`config.mk`:
```
export PLATFORM = sky130hd
export DESIGN_NAME = c8ic_ram
export DESIGN_NICKNAME = d
export VERILOG_FILES = /design/src/rtl/c8ic_ram.sv
export SDC_FILE = /design/constraint.sdc
export NUM_CORES = 1
export LEC_CHECK = 0
export BUFFER_PORTS_ARGS = -buffer_cell sky130_fd_sc_hd__buf_4
export CELL_PAD_IN_SITES_DETAIL_PLACEMENT = 0
export CELL_PAD_IN_SITES_GLOBAL_PLACEMENT = 2
export CORE_MARGIN = 8
export CORE_UTILIZATION = 50
export CTS_CLUSTER_DIAMETER = 200
export DETAILED_ROUTE_END_ITERATION = 8
export PLACE_DENSITY_LB_ADDON = 0.12
export SYNTH_ARGS = -nofsm -noshare
export SYNTH_HDL_FRONTEND = slang
export SYNTH_SLANG_ARGS = --single-unit
```
`constraint.sdc`:
```
create_clock -name clk -period 3.95 [get_ports clk]
set_clock_uncertainty 0.2 [all_clocks]
set_input_delay 0.5925 -clock clk [delete_from_list [all_inputs] [get_ports clk]]
set_output_delay 0.5925 -clock clk [all_outputs]
set_load 0.005 [all_outputs]
```
`src/rtl/c8ic_ram.sv`:
```
`timescale 1ns / 1ps
// Generic single-write, single-read RAM with registered read data.
// No dependencies.
module c8ic_ram #(
  parameter int WIDTH = 8,
  parameter int DEPTH = 16
) (
  input  logic                     clk,
  input  logic                     we,
  input  logic [$clog2(DEPTH)-1:0] waddr,
  input  logic [WIDTH-1:0]         wdata,
  input  logic [$clog2(DEPTH)-1:0] raddr,
  output logic [WIDTH-1:0]         rdata
);

  logic [WIDTH-1:0] mem [DEPTH];

  always_ff @(posedge clk) begin
    if (we) begin
      mem[waddr] <= wdata;
    end
    rdata <= mem[raddr];
  end

endmodule

```
==> impl_metrics.tcl <==
set metrics [dict create \
    hold_class "in -> reg" \
    yosysUniqueCellTypes 19 \
    hpwl_um 5970 \
    drv_cap 0 \
    clk_latency_ns 0.51 \
    cp_top_family "simple AND/OR/NAND/NOR gates" \
    clkSinkCount 136 \
    drt-initial-drc-count 191 \
    synth_flop_cell "edfxtp_1" \
    critPathArrivalTime_ns 1.91 \
    vias 2385 \
    initial_utilization_pct 50.8 \
    outcome "finished clean" \
    yosysWarnings 0 \
    clk_path_buf_depth 2 \
    synth_common_cells "edfxtp_1, mux4_2, a22oi_1" \
    hold_buffers 0 \
    io_buffers 25 \
    syn_area_um2 5150 \
    rsz0062_at_grt "no" \
    finalSetupTns_ns 0 \
    required_ns 3.89 \
    die_y_um 117 \
    num_rows 37 \
    area_delta_synth_final_pct 15.9 \
    routed_wl_um 9820 \
    io_pins 26 \
    path_buf_inv 1 \
    min_period_over_period_pct 50.0 \
    detailed_place.area_um2 5450 \
    ys_seq_area_share_pct 77.8 \
    yosysMostFrequentCell "edfxtp_1" \
    p_leak_nw 1.99 \
    synthArstFlopShare_pct 0 \
    synth_top_area_cell "edfxtp_1" \
    hold_viol 0 \
    grt_pass1_wl_um 14600 \
    syn_avg_cell_area_um2 22.5 \
    synth_edf_count 128 \
    cts_tree "built" \
    timing.hold.ws_ns 0.191 \
    nFillCells 757 \
    die-area_um2 13800 \
    cpPeakStageDelay_ns 0.69 \
    antenna_found_initial 0 \
    cts_root_buf "clkbuf_8" \
    ys_ff_latch 136 \
    htreeDepth 4 \
    fin_crit_ns 1.98 \
    viasPerCell 5.73 \
    critical_path.slowest_cell "nor2_1" \
    stdcell_area_um2 5960 \
    antenna_cells 0 \
    setup_viol 0 \
    syn-num-nets 247 \
    critPathMaxFanout 8 \
    critPathKind "in -> reg" \
    vdd_drop_max_v 0.000233 \
    wl_per_cell_um 23.6 \
    clkTransAtPathRegs_ns 0.06 \
    startpoint_type "input pin" \
    power_density_nw_per_um2 525 \
    cp-end-kind "flip-flop" \
    worst_pin_slew_ns 0.929 \
    drive_above_1_share_pct 26.1 \
    gp_congestion 0.774 \
    cts_buffers 17 \
    ant_nets 0 \
    final_net_count 285 \
    overflow 0 \
    first_pass_iters 5 \
    fp.coreArea_um2 10100 \
    grt_usage_pct 14.7 \
    drc 0 \
    grt_max_degree 33 \
    synthTopCellsByArea "edfxtp_1, mux4_2, mux4_1" \
    slew_headroom_pct 37.9 \
    grt_pass1_vias 2458 \
    max_freq_ghz 0.506 \
    finalMaxSlewViolations 0 \
    postCtsSetupBuffers 0 \
    synth_top_cell_area_share_pct 74.7 \
    path_cells "buf_4, or3b_2, nor2_1" \
    netlist_instances 229 \
    die_w_um 117 \
    total_power_mw 3.13 \
    post_cts_resized 0 \
]
state kept, by name (all words and copies together), names as in the netlist:
name,count
rdata,8
mem,128
power by group:
part	internal, mW	switching, mW
Combinational	0.0675	0.0820
Clock	0.834	0.525
Sequential	1.61	0.00914
cell type report:
cell class | count | area (um2) | area share (%)
clock inverter | 4 | 20.0 | 0.336
sequential | 136 | 4000 | 67.1
clock buffer | 28 | 495 | 8.31
multi-input combinational | 83 | 1060 | 17.7
timing repair buffer | 29 | 218 | 3.65
tap | 136 | 170 | 2.85
per-layer routing:
metal	vias up	global-route usage [%]	wire, um
li1	1045	-	-
met1	1234	19.8	4350
met2	95	21.8	4630
met3	11	4.32	696
met4	0	6.73	142
met5	-	0	0
through the flow:
stage	setup slack [ns]	util, %	cells
4_1_cts	1.99	58.8	416
3_5_place_dp	1.43	53.7	384
2_1_floorplan	1.66	-	229
5_1_grt	1.94	58.8	416
3_3_place_gp	1.45	53.7	384
6_report	1.97	58.8	416
path summary, 6_finish.rpt:
path,from,end,slack [ns],cells past startpoint
setup / recovery,waddr[2],mem[2][1]$_DFFE_PP_,1.97,3
hold / removal,wdata[1],mem[11][1]$_DFFE_PP_,0.19,1
setup reg to reg,mem[3][6]$_DFFE_PP_,rdata[6]$_DFF_P_,2.36,3
hold reg to reg,mem[13][7]$_DFFE_PP_,rdata[7]$_DFF_P_,0.47,3
logic make-up (layout without fill, tap and decap cells):
group | count (synthesis) | count (layout) | synth area share (%)
AOI/OAI and AO/OA | 16 | 16 | 2.33
buffers and inverters | 10 | 61 | 1.68
muxes | 32 | 32 | 15.0
DFF | 136 | 136 | 77.8
and+or+nand+nor | 35 | 35 | 3.18
layout by cell type, fill, tap and decap left out, drive strengths merged:
cell,count
and2b,1
mux4,32
buf,29
nand2,9
dfxtp,8
nor2,13
clkinv,4
a22oi,16
nand3b,2
or3b,1
nor2b,1
clkbuf,28
nor3,4
nand3,1
edfxtp,128
nand2b,2
and2,1
(Power assumes the default switching activity.)
