<file path="src/rtl/c8ic_pkg.sv">
`timescale 1ns / 1ps
// Shared types, constants and codes for the CHIP-8 instruction core.
// No dependencies; c8ic_alu and the top level refer to this package by scoped names.
package c8ic_pkg;

  localparam int MEMORY_BYTES  = 4096;
  localparam int MEM_AW        = $clog2(MEMORY_BYTES);
  localparam int STACK_DEPTH   = 16;
  localparam int STACK_AW      = $clog2(STACK_DEPTH);
  localparam int LEVEL_W       = $clog2(STACK_DEPTH + 1);
  localparam int SCREEN_WIDTH  = 64;
  localparam int SCREEN_HEIGHT = 32;
  localparam int ROW_AW        = $clog2(SCREEN_HEIGHT);
  localparam int NUM_REGS      = 16;
  localparam int REG_AW        = $clog2(NUM_REGS);

  localparam logic [2:0] CMD_WRITE = 3'd0;
  localparam logic [2:0] CMD_EXEC  = 3'd1;
  localparam logic [2:0] CMD_TICK  = 3'd2;
  localparam logic [2:0] CMD_KEY   = 3'd3;
  localparam logic [2:0] CMD_READ  = 3'd4;
  localparam logic [2:0] CMD_ROW   = 3'd5;

  localparam logic [2:0] STAT_OK        = 3'd0;
  localparam logic [2:0] STAT_UNSUP     = 3'd1;
  localparam logic [2:0] STAT_RET_EMPTY = 3'd2;
  localparam logic [2:0] STAT_STK_FULL  = 3'd3;
  localparam logic [2:0] STAT_WAIT_KEY  = 3'd4;

  localparam logic [1:0] PHASE_IDLE = 2'd0;
  localparam logic [1:0] PHASE_WAIT = 2'd1;
  localparam logic [1:0] PHASE_GOT  = 2'd2;

  localparam logic [2:0] REG_SHIFT_VY  = 3'd0;
  localparam logic [2:0] REG_BLK_ADV   = 3'd1;
  localparam logic [2:0] REG_OFS_VX    = 3'd2;
  localparam logic [2:0] REG_FONT_BASE = 3'd3;
  localparam logic [2:0] REG_PROG_STRT = 3'd4;

  localparam logic [11:0] FONT_BASE_RST  = 12'd80;
  localparam logic [11:0] PROG_START_RST = 12'd512;

  localparam logic [11:0] OPC_CLS = 12'h0E0;
  localparam logic [11:0] OPC_RET = 12'h0EE;
  localparam logic [7:0]  OPC_SKP  = 8'h9E;
  localparam logic [7:0]  OPC_SKNP = 8'hA1;
  localparam logic [7:0]  OPF_GET_DLY = 8'h07;
  localparam logic [7:0]  OPF_WAITKEY = 8'h0A;
  localparam logic [7:0]  OPF_SET_DLY = 8'h15;
  localparam logic [7:0]  OPF_SET_SND = 8'h18;
  localparam logic [7:0]  OPF_ADD_I   = 8'h1E;
  localparam logic [7:0]  OPF_FONT    = 8'h29;
  localparam logic [7:0]  OPF_BCD     = 8'h33;
  localparam logic [7:0]  OPF_STORE   = 8'h55;
  localparam logic [7:0]  OPF_LOAD    = 8'h65;

  typedef enum logic [3:0] {
    ALU_ADD8,
    ALU_SUB8,
    ALU_OR,
    ALU_AND,
    ALU_XOR,
    ALU_SHR,
    ALU_SHL,
    ALU_ADD12
  } alu_op_t;

  typedef enum logic [4:0] {
    S_IDLE, S_CMD, S_RDB, S_RDROW,
    S_F1, S_F2, S_F3, S_F4, S_F5, S_EXEC,
    S_RET, S_SKIP, S_WRX, S_FONT,
    S_BCDH, S_BCDT, S_BCDW0, S_BCDW1, S_BCDW2,
    S_STRD, S_STWR, S_LDRD, S_LDWR, S_ADV,
    S_DRRD, S_DRWR, S_DONE
  } state_t;

  typedef struct packed {
    logic [2:0]  cmd;
    logic [11:0] address;
    logic [7:0]  write_data;
    logic [3:0]  key_number;
    logic        key_pressed;
    logic [7:0]  random_byte;
    logic [4:0]  display_row;
  } in_item_t;

  typedef struct packed {
    logic [2:0]  status;
    logic [11:0] program_counter;
    logic [7:0]  read_byte;
    logic [63:0] row_pixels;
  } out_item_t;

endpackage

</file>
<file path="src/rtl/c8ic_alu.sv">
`timescale 1ns / 1ps
// Shared arithmetic, logic and shift unit used by the instruction sequencer.
// Depends on c8ic_pkg.
module c8ic_alu (
  input  c8ic_pkg::alu_op_t op,
  input  logic [11:0]       a,
  input  logic [11:0]       b,
  output logic [11:0]       y,
  output logic              c,
  output logic              z
);

  logic [8:0]  s9;
  logic [12:0] s13;

  always_comb begin
    s9  = {1'b0, a[7:0]} + {1'b0, b[7:0]};
    s13 = {1'b0, a} + {1'b0, b};
    y   = '0;
    c   = 1'b0;
    unique case (op)
      c8ic_pkg::ALU_ADD8: begin
        y = {4'd0, s9[7:0]};
        c = s9[8];
      end
      c8ic_pkg::ALU_SUB8: begin
        y = {4'd0, a[7:0] - b[7:0]};
        c = (a[7:0] >= b[7:0]);
      end
      c8ic_pkg::ALU_OR:  y = {4'd0, a[7:0] | b[7:0]};
      c8ic_pkg::ALU_AND: y = {4'd0, a[7:0] & b[7:0]};
      c8ic_pkg::ALU_XOR: y = {4'd0, a[7:0] ^ b[7:0]};
      c8ic_pkg::ALU_SHR: begin
        y = {5'd0, a[7:1]};
        c = a[0];
      end
      c8ic_pkg::ALU_SHL: begin
        y = {4'd0, a[6:0], 1'b0};
        c = a[7];
      end
      c8ic_pkg::ALU_ADD12: begin
        y = s13[11:0];
        c = s13[12];
      end
      default: begin
        y = '0;
        c = 1'b0;
      end
    endcase
    z = (y == 12'd0);
  end

endmodule

</file>
<file path="config.mk">
export PLATFORM = sky130hd
export DESIGN_NAME = c8ic_alu
export DESIGN_NICKNAME = d
export VERILOG_FILES = /design/src/rtl/c8ic_pkg.sv /design/src/rtl/c8ic_alu.sv
export SDC_FILE = /design/constraint.sdc
export NUM_CORES = 1
export LEC_CHECK = 0
export ABC_AREA = 0
export BUFFER_PORTS_ARGS = -buffer_cell sky130_fd_sc_hd__buf_2
export CAP_MARGIN = 30
export CORE_MARGIN = 1
export CORE_UTILIZATION = 35
export DETAILED_ROUTE_END_ITERATION = 10
export PLACE_DENSITY = 0.66
export SYNTH_ARGS = -nofsm -noshare
export SYNTH_HDL_FRONTEND = slang
export SYNTH_SLANG_ARGS = --single-unit
export TNS_END_PERCENT = 1
</file>
<file path="constraint.sdc">
create_clock -name vclk -period 3.2
set_input_delay 0.64 -clock vclk [all_inputs]
set_output_delay 0.64 -clock vclk [all_outputs]
set_load 0.02 [all_outputs]
</file>
==> key figures, run 1 <==
Run status
  • Outcome: finished, violations left
  • Failing checks: setup timing

Timing
  • Max_slew headroom: between 60 and 70%
  • Slew Viols, Final: 0
  • RSZ-0062 raised after global routing: yes
  • Post-layout min period: 3.459 ns
  • Hold Slack: 1.861 ns
  • Fmax: 289.1 MHz
  • Setup slack after layout: -0.2591 ns
  • Fin. Hold Viols: 0
  • Final period util: 108.1%
  • Least-Margin Pin Slew: 0.4605 ns
  • Final setup vio count: 6

Die
  • Die Area: 0.005251 mm2
  • I/O Pins: 42
  • Core ar.: 0.004755 mm2
  • Starting Density: 36.55%
  • Die X: 72.47 um
  • Num rows: 25
  • Die Y: 72.47 um

GRT
  • Initial antenna violation count: 0
  • Global-route usage over all layers: a little over a quarter
  • First-pass GRT wire length: 11.10 mm
  • Vias in the first global route: 2364
  • Largest net degree at the start of global routing: 16
  • Congestion Overflow GR: 0

Place
  • Post-Place Setup Slack: -0.4427 ns
  • PortBufs: 42
  • Placer congestion estimate: around 1
  • Final HPWL DP: 5.475 mm
  • Placed Instances: roughly 430

Drt
  • Drt total wl: 7.236 mm
  • DRC violations left: 0
  • Vias/cell: 5.448
  • Final ANT Viol Nets: 0
  • DR vias: 2408
  • Drt initial violations: 151
  • 1st-pass router iterations: 4
  • Routed WL per cell: 16.37 um

Synth
  • Post-Syn Area per Cell: 7.272 um2
  • Register area share after synthesis: 0%
  • Cell Area, Synth: between 0.0015 and 0.002 mm2
  • Post-Synthesis Cells: 239
  • Most instantiated library cell after synthesis: inv_1
  • Yosys cell types: 68
  • Synthesized Nets: 297
  • Yosys warns: 0
  • Yosys top cell by area: ha_1
  • Top cells by area, synth: ha_1, inv_1, nor2_1
  • Most frequent cells after synthesis: inv_1, ha_1, nor2_1, nand2_1, a21oi_1
  • Area share of the largest cell type after synthesis: 20.16%

Power
  • LEAKAGE: between 0.0015 and 0.002 uW
  • VDD IR max: 0.08468 mV
  • P_sw: 276.2 uW
  • Clock network fraction of total power: 0%
  • Cell-internal power: 279.2 uW
  • Sw frac: roughly 50%
  • Combinational share of power: between 90% and 100%
  • Reg power frac: 0%
  • PD cells: roughly 180 mW/mm2

Layout
  • Fillers: 428
  • Util after Layout: 65.18%
  • FF+latch count: 0
  • Post-Layout Cell Count: between 400 and 500
  • Layout cells sized above 1: 53.21%
  • Register Area: 0 um2
  • Area added between synthesis and finish: 78.33%
  • Final net count: 434
  • Clock buffers: 0
  • Multi-input logic area: 0.001822 mm2

Clocking
  • Hold buffers post-CTS: 0

Worst setup path
  • CP Capture Type: output port
  • Req. time, crit path: between 2 and 3 ns
  • CP Launch Type: primary input
  • Worst path arrival time: 2.82 ns
  • WS Path Type: primary input to output port
  • Worst-path maximum fanout: 3
  • Critical Path Start: a[0]

Worst hold path
  • Worst Min Path Start: op[2]
  • Worst hold path type: primary input to output port

Flow run
  • # Max-Cap Violations: 0
## cells by family after synthesis
family / count (synthesis) / synth area share (%)
simple gates: 94 / 33.41
xor+xnor: 4 / 2.016
buf+inv: 43 / 11.95
fa+ha+maj: 30 / 22.46
compound gates: 68 / 30.17
## layout make-up
cell class,count,area share (%)
Timing Repair Buffer,149,34.76
Inverter,29,3.674
Multi-Input combinational cell,196,58.78
Tap cell,67,2.705
Antenna cell,1,0.08074
## routing by layer
layer	track usage, %	routed length (um)
met2	50.47	3671
met5	0	0
met4	6.536	236
met3	2.361	392
met1	32.50	2935
## cells in the final DEF, fill, tap and decap left out, types with 3 or more instances in the layout
master / synthesis / routed
inv_1: 29 / 26
nand4b_1: 3 / 3
nor3_1: 8 / 5
ha_1: 28 / 22
o21a_1: 3 / 3
a221oi_2: 1 / 4
nor2_1: 19 / 18
ha_4: 0 / 6
o21ai_0: 6 / 4
nand4_1: 4 / 4
nand3b_1: 4 / 4
o211ai_1: 4 / 4
a21oi_1: 11 / 9
a21o_1: 5 / 5
nand2_1: 15 / 15
o221ai_2: 1 / 3
nand3_1: 6 / 6
buf_6: 5 / 9
a22oi_1: 5 / 4
buf_2: 4 / 33
or3_1: 3 / 3
and2_1: 4 / 4
buf_4: 1 / 105
nor2b_1: 4 / 3
## power groups by stage
stage                     clock network, uW  registers, uW  logic [uW]
after detailed placement                  0              0         455
after global routing                      0              0         592
after CTS                                 0              0         507
after floorplan                           0              0         239
after global placement                    0              0         447
final                             0.0000419              0         555
## worst paths after layout
kind | endpoint | slack, ns | cells after the start
worst min-delay path | y[10] | 1.86 | 5
worst max-delay path | z | -0.26 | 11
## per-stage QoR
stage / total power [uW] / area (um2) / TNS (ns)
5_1_grt: 591.9 / 3097 / -1.173
6_report: 555.5 / 3099 / -0.7393
2_1_floorplan: 239.1 / 1773 / -0.08309
3_3_place_gp: 446.7 / 2719 / -1.138
3_5_place_dp: 454.7 / 2719 / -1.589
4_1_cts: 507.4 / 2937 / -0.7107
## timing repair
action | in CTS | in global routing
setup buffers | 3 | 4
pin swaps | 15 | 13
gates resized for setup | 45 | 21
setup endpoints to repair | 10 | 10
## critical path, cell delays in order
cell       delay [ns]
buf_6            0.11
ha_4             0.16
fa_2             0.35
a21o_1           0.24
a221oi_4         0.33
nor2_1           0.12
xnor2_1          0.23
a21oi_1          0.13
nand4bb_4        0.23
nor3_4           0.13
buf_6            0.13
No activity file was read; power rests on OpenSTA's default activity.
==> run 2: changes to the inputs <==
--- a/config.mk
+++ b/config.mk
@@ -8,6 +8,7 @@
 export ABC_AREA = 0
 export BUFFER_PORTS_ARGS = -buffer_cell sky130_fd_sc_hd__buf_2
 export CAP_MARGIN = 30
+export CORE_ASPECT_RATIO = 0.7
 export CORE_MARGIN = 1
 export CORE_UTILIZATION = 35
 export DETAILED_ROUTE_END_ITERATION = 10
==> run 2 against run 1 <==
The flow still finishes with violations (setup timing); sequential share of layout area unchanged; final cell count shrank 1.8%; setup slack got worse by 0.070 ns; count of clock-buffer cells in the layout is the same; total power down 3.5%; die area about the same.
==> key figures, run 2 (synthesized netlist as in run 1, its figures left out) <==
Timing
  • Final setup vio count: 6
  • Fin. Hold Viols: 0
  • Final period util: 110.3%
  • Slew Viols, Final: 0
  • Post-layout min period: 3.529 ns
  • Hold Slack: approximately 1.8 ns
  • Max_slew headroom: ~65%
  • Setup slack after layout: -0.3293 ns
  • Fmax: around 280 MHz
  • RSZ-0062 raised after global routing: yes
  • Least-Margin Pin Slew: 0.5287 ns
  • Final TNS setup: -0.6442 ns

Clocking
  • Hold buffers post-CTS: 0

Place
  • Final HPWL DP: 5.373 mm
  • Post-Place Setup Slack: -0.4909 ns
  • PortBufs: 42
  • Placed Instances: around 430
  • Placer congestion estimate: 0.9772

GRT
  • Congestion Overflow GR: 0
  • Global-route usage over all layers: 25.76%
  • Vias in the first global route: 2094
  • Largest net degree at the start of global routing: 16
  • Initial antenna violation count: 0
  • First-pass GRT wire length: 10.39 mm

Drt
  • Final ANT Viol Nets: 0
  • DR vias: 2341
  • Vias/cell: ~5.4
  • DRC violations left: 0
  • Routed WL per cell: 15.84 um
  • 1st-pass router iterations: 5
  • Drt total wl: 6.873 mm
  • Drt initial violations: 149

Run status
  • Failing checks: setup timing
  • Outcome: finished, violations left

Worst setup path
  • Worst path max stage delay: 0.35 ns
  • Worst path cell trace: buf_8 -> ha_4 -> fa_2 -> a21o_1 -> a21o_1 -> a221oi_2 -> o221ai_2 -> nor3_2 -> nand4bb_4 -> nor3_4 -> buf_6
  • Req. time, crit path: 2.56 ns
  • CP Capture Type: output port
  • Most common cell type on the critical path: a21o_1
  • Worst path arrival time: 2.89 ns
  • Slowest CP cell: fa_2
  • CP Launch Type: primary input
  • WS Path Type: primary input to output port
  • Worst-path maximum fanout: 3

Die
  • Die Y: approximately 60 um
  • Die X: approximately 86 um
  • Core ar.: around 0.0048 mm2
  • Starting Density: 36.34%
  • I/O Pins: 42
  • Die Area: 0.005256 mm2
  • Num rows: 21

Layout
  • FF+latch count: 0
  • Layout cells sized above 1: 50.41%
  • Most frequent cells in the layout: buf_4, buf_2, inv_1
  • Commonest non-fill, non-tap cell in the layout: buf_4
  • Area added between synthesis and finish: 69.83%
  • Clock buffers: 0
  • Util after Layout: 61.72%
  • Antenna cell count: 0
  • Post-Layout Cell Count: 434
  • Fillers: 435
  • Final net count: 425
  • Register Area: 0 um2

Power
  • Sw frac: between 40% and 50%
  • P_sw: 265.2 uW
  • Cell-internal power: 271.1 uW
  • Reg power frac: 0%
  • LEAKAGE: 0.001474 uW
  • VDD IR max: 0.1005 mV
  • Combinational share of power: 100.0%
  • Clock network fraction of total power: 0%
  • PD cells: 181.7 mW/mm2

Worst hold path
  • Worst hold path type: primary input to output port

Flow run
  • # Max-Cap Violations: 0
run 2: cell types whose count changed in the layout (fill, tap and decap cells not counted), moves of 2 or more:
cell,before,now
nor2_2,0,2
buf_6,9,6
nor4bb_4,2,0
buf_4,105,98
buf_8,1,3
run 2: power groups by stage:
stage | logic, uW | clock network, uW | registers (uW)
2_1_floorplan | 239 | 0 | 0
3_5_place_dp | 450 | 0 | 0
4_1_cts | 501 | 0 | 0
3_3_place_gp | 443 | 0 | 0
5_1_grt | 573 | 0 | 0
6_report | 536 | 0 | 0
run 2: per-layer routing:
metal | GRT usage (%) | vias up | share of wire [%]
met5 | 0 | - | 0
met4 | 5.238 | 0 | 0.89
met3 | 1.224 | 7 | 8.8
met2 | 43.65 | 105 | 46
met1 | 36.83 | 1082 | 44
li1 | - | 1147 | -
run 2: worst max-delay path, delay by kind of cell:
kind	cells	cell delay, ns
AOI/OAI and AO/OA	4	0.90
and+or+nand+nor	3	0.59
adders and majority gates	2	0.51
buffers and inverters	2	0.25
run 2: repair_timing:
item,4_1_cts,5_1_grt
setup endpoints to repair,10,9
pin swaps,16,23
gates resized for setup,35,21
endpoints found under the hold margin,0,0
buffers inserted,7,1
run 2: worst paths after layout:
kind,start,end,cells after the start
hold / removal,a[0],y[1],5
setup / recovery,b[0],z,11
run 2: cell type report:
class                           count  area (um2)  share of cell area, %
Inverter                           29       111.4                  3.773
Multi-Input combinational cell    196        1738                  58.88
Tap cell                           69       86.33                  2.925
Timing Repair Buffer              140        1016                  34.42
run 2: stage by stage:
step                cell area, um2  power (uW)
floorplan                     1773       239.1
global placement              2646       443.2
detailed placement            2646       449.8
CTS                           2860       501.0
global route                  2952       573.3
finish                        2952       536.3
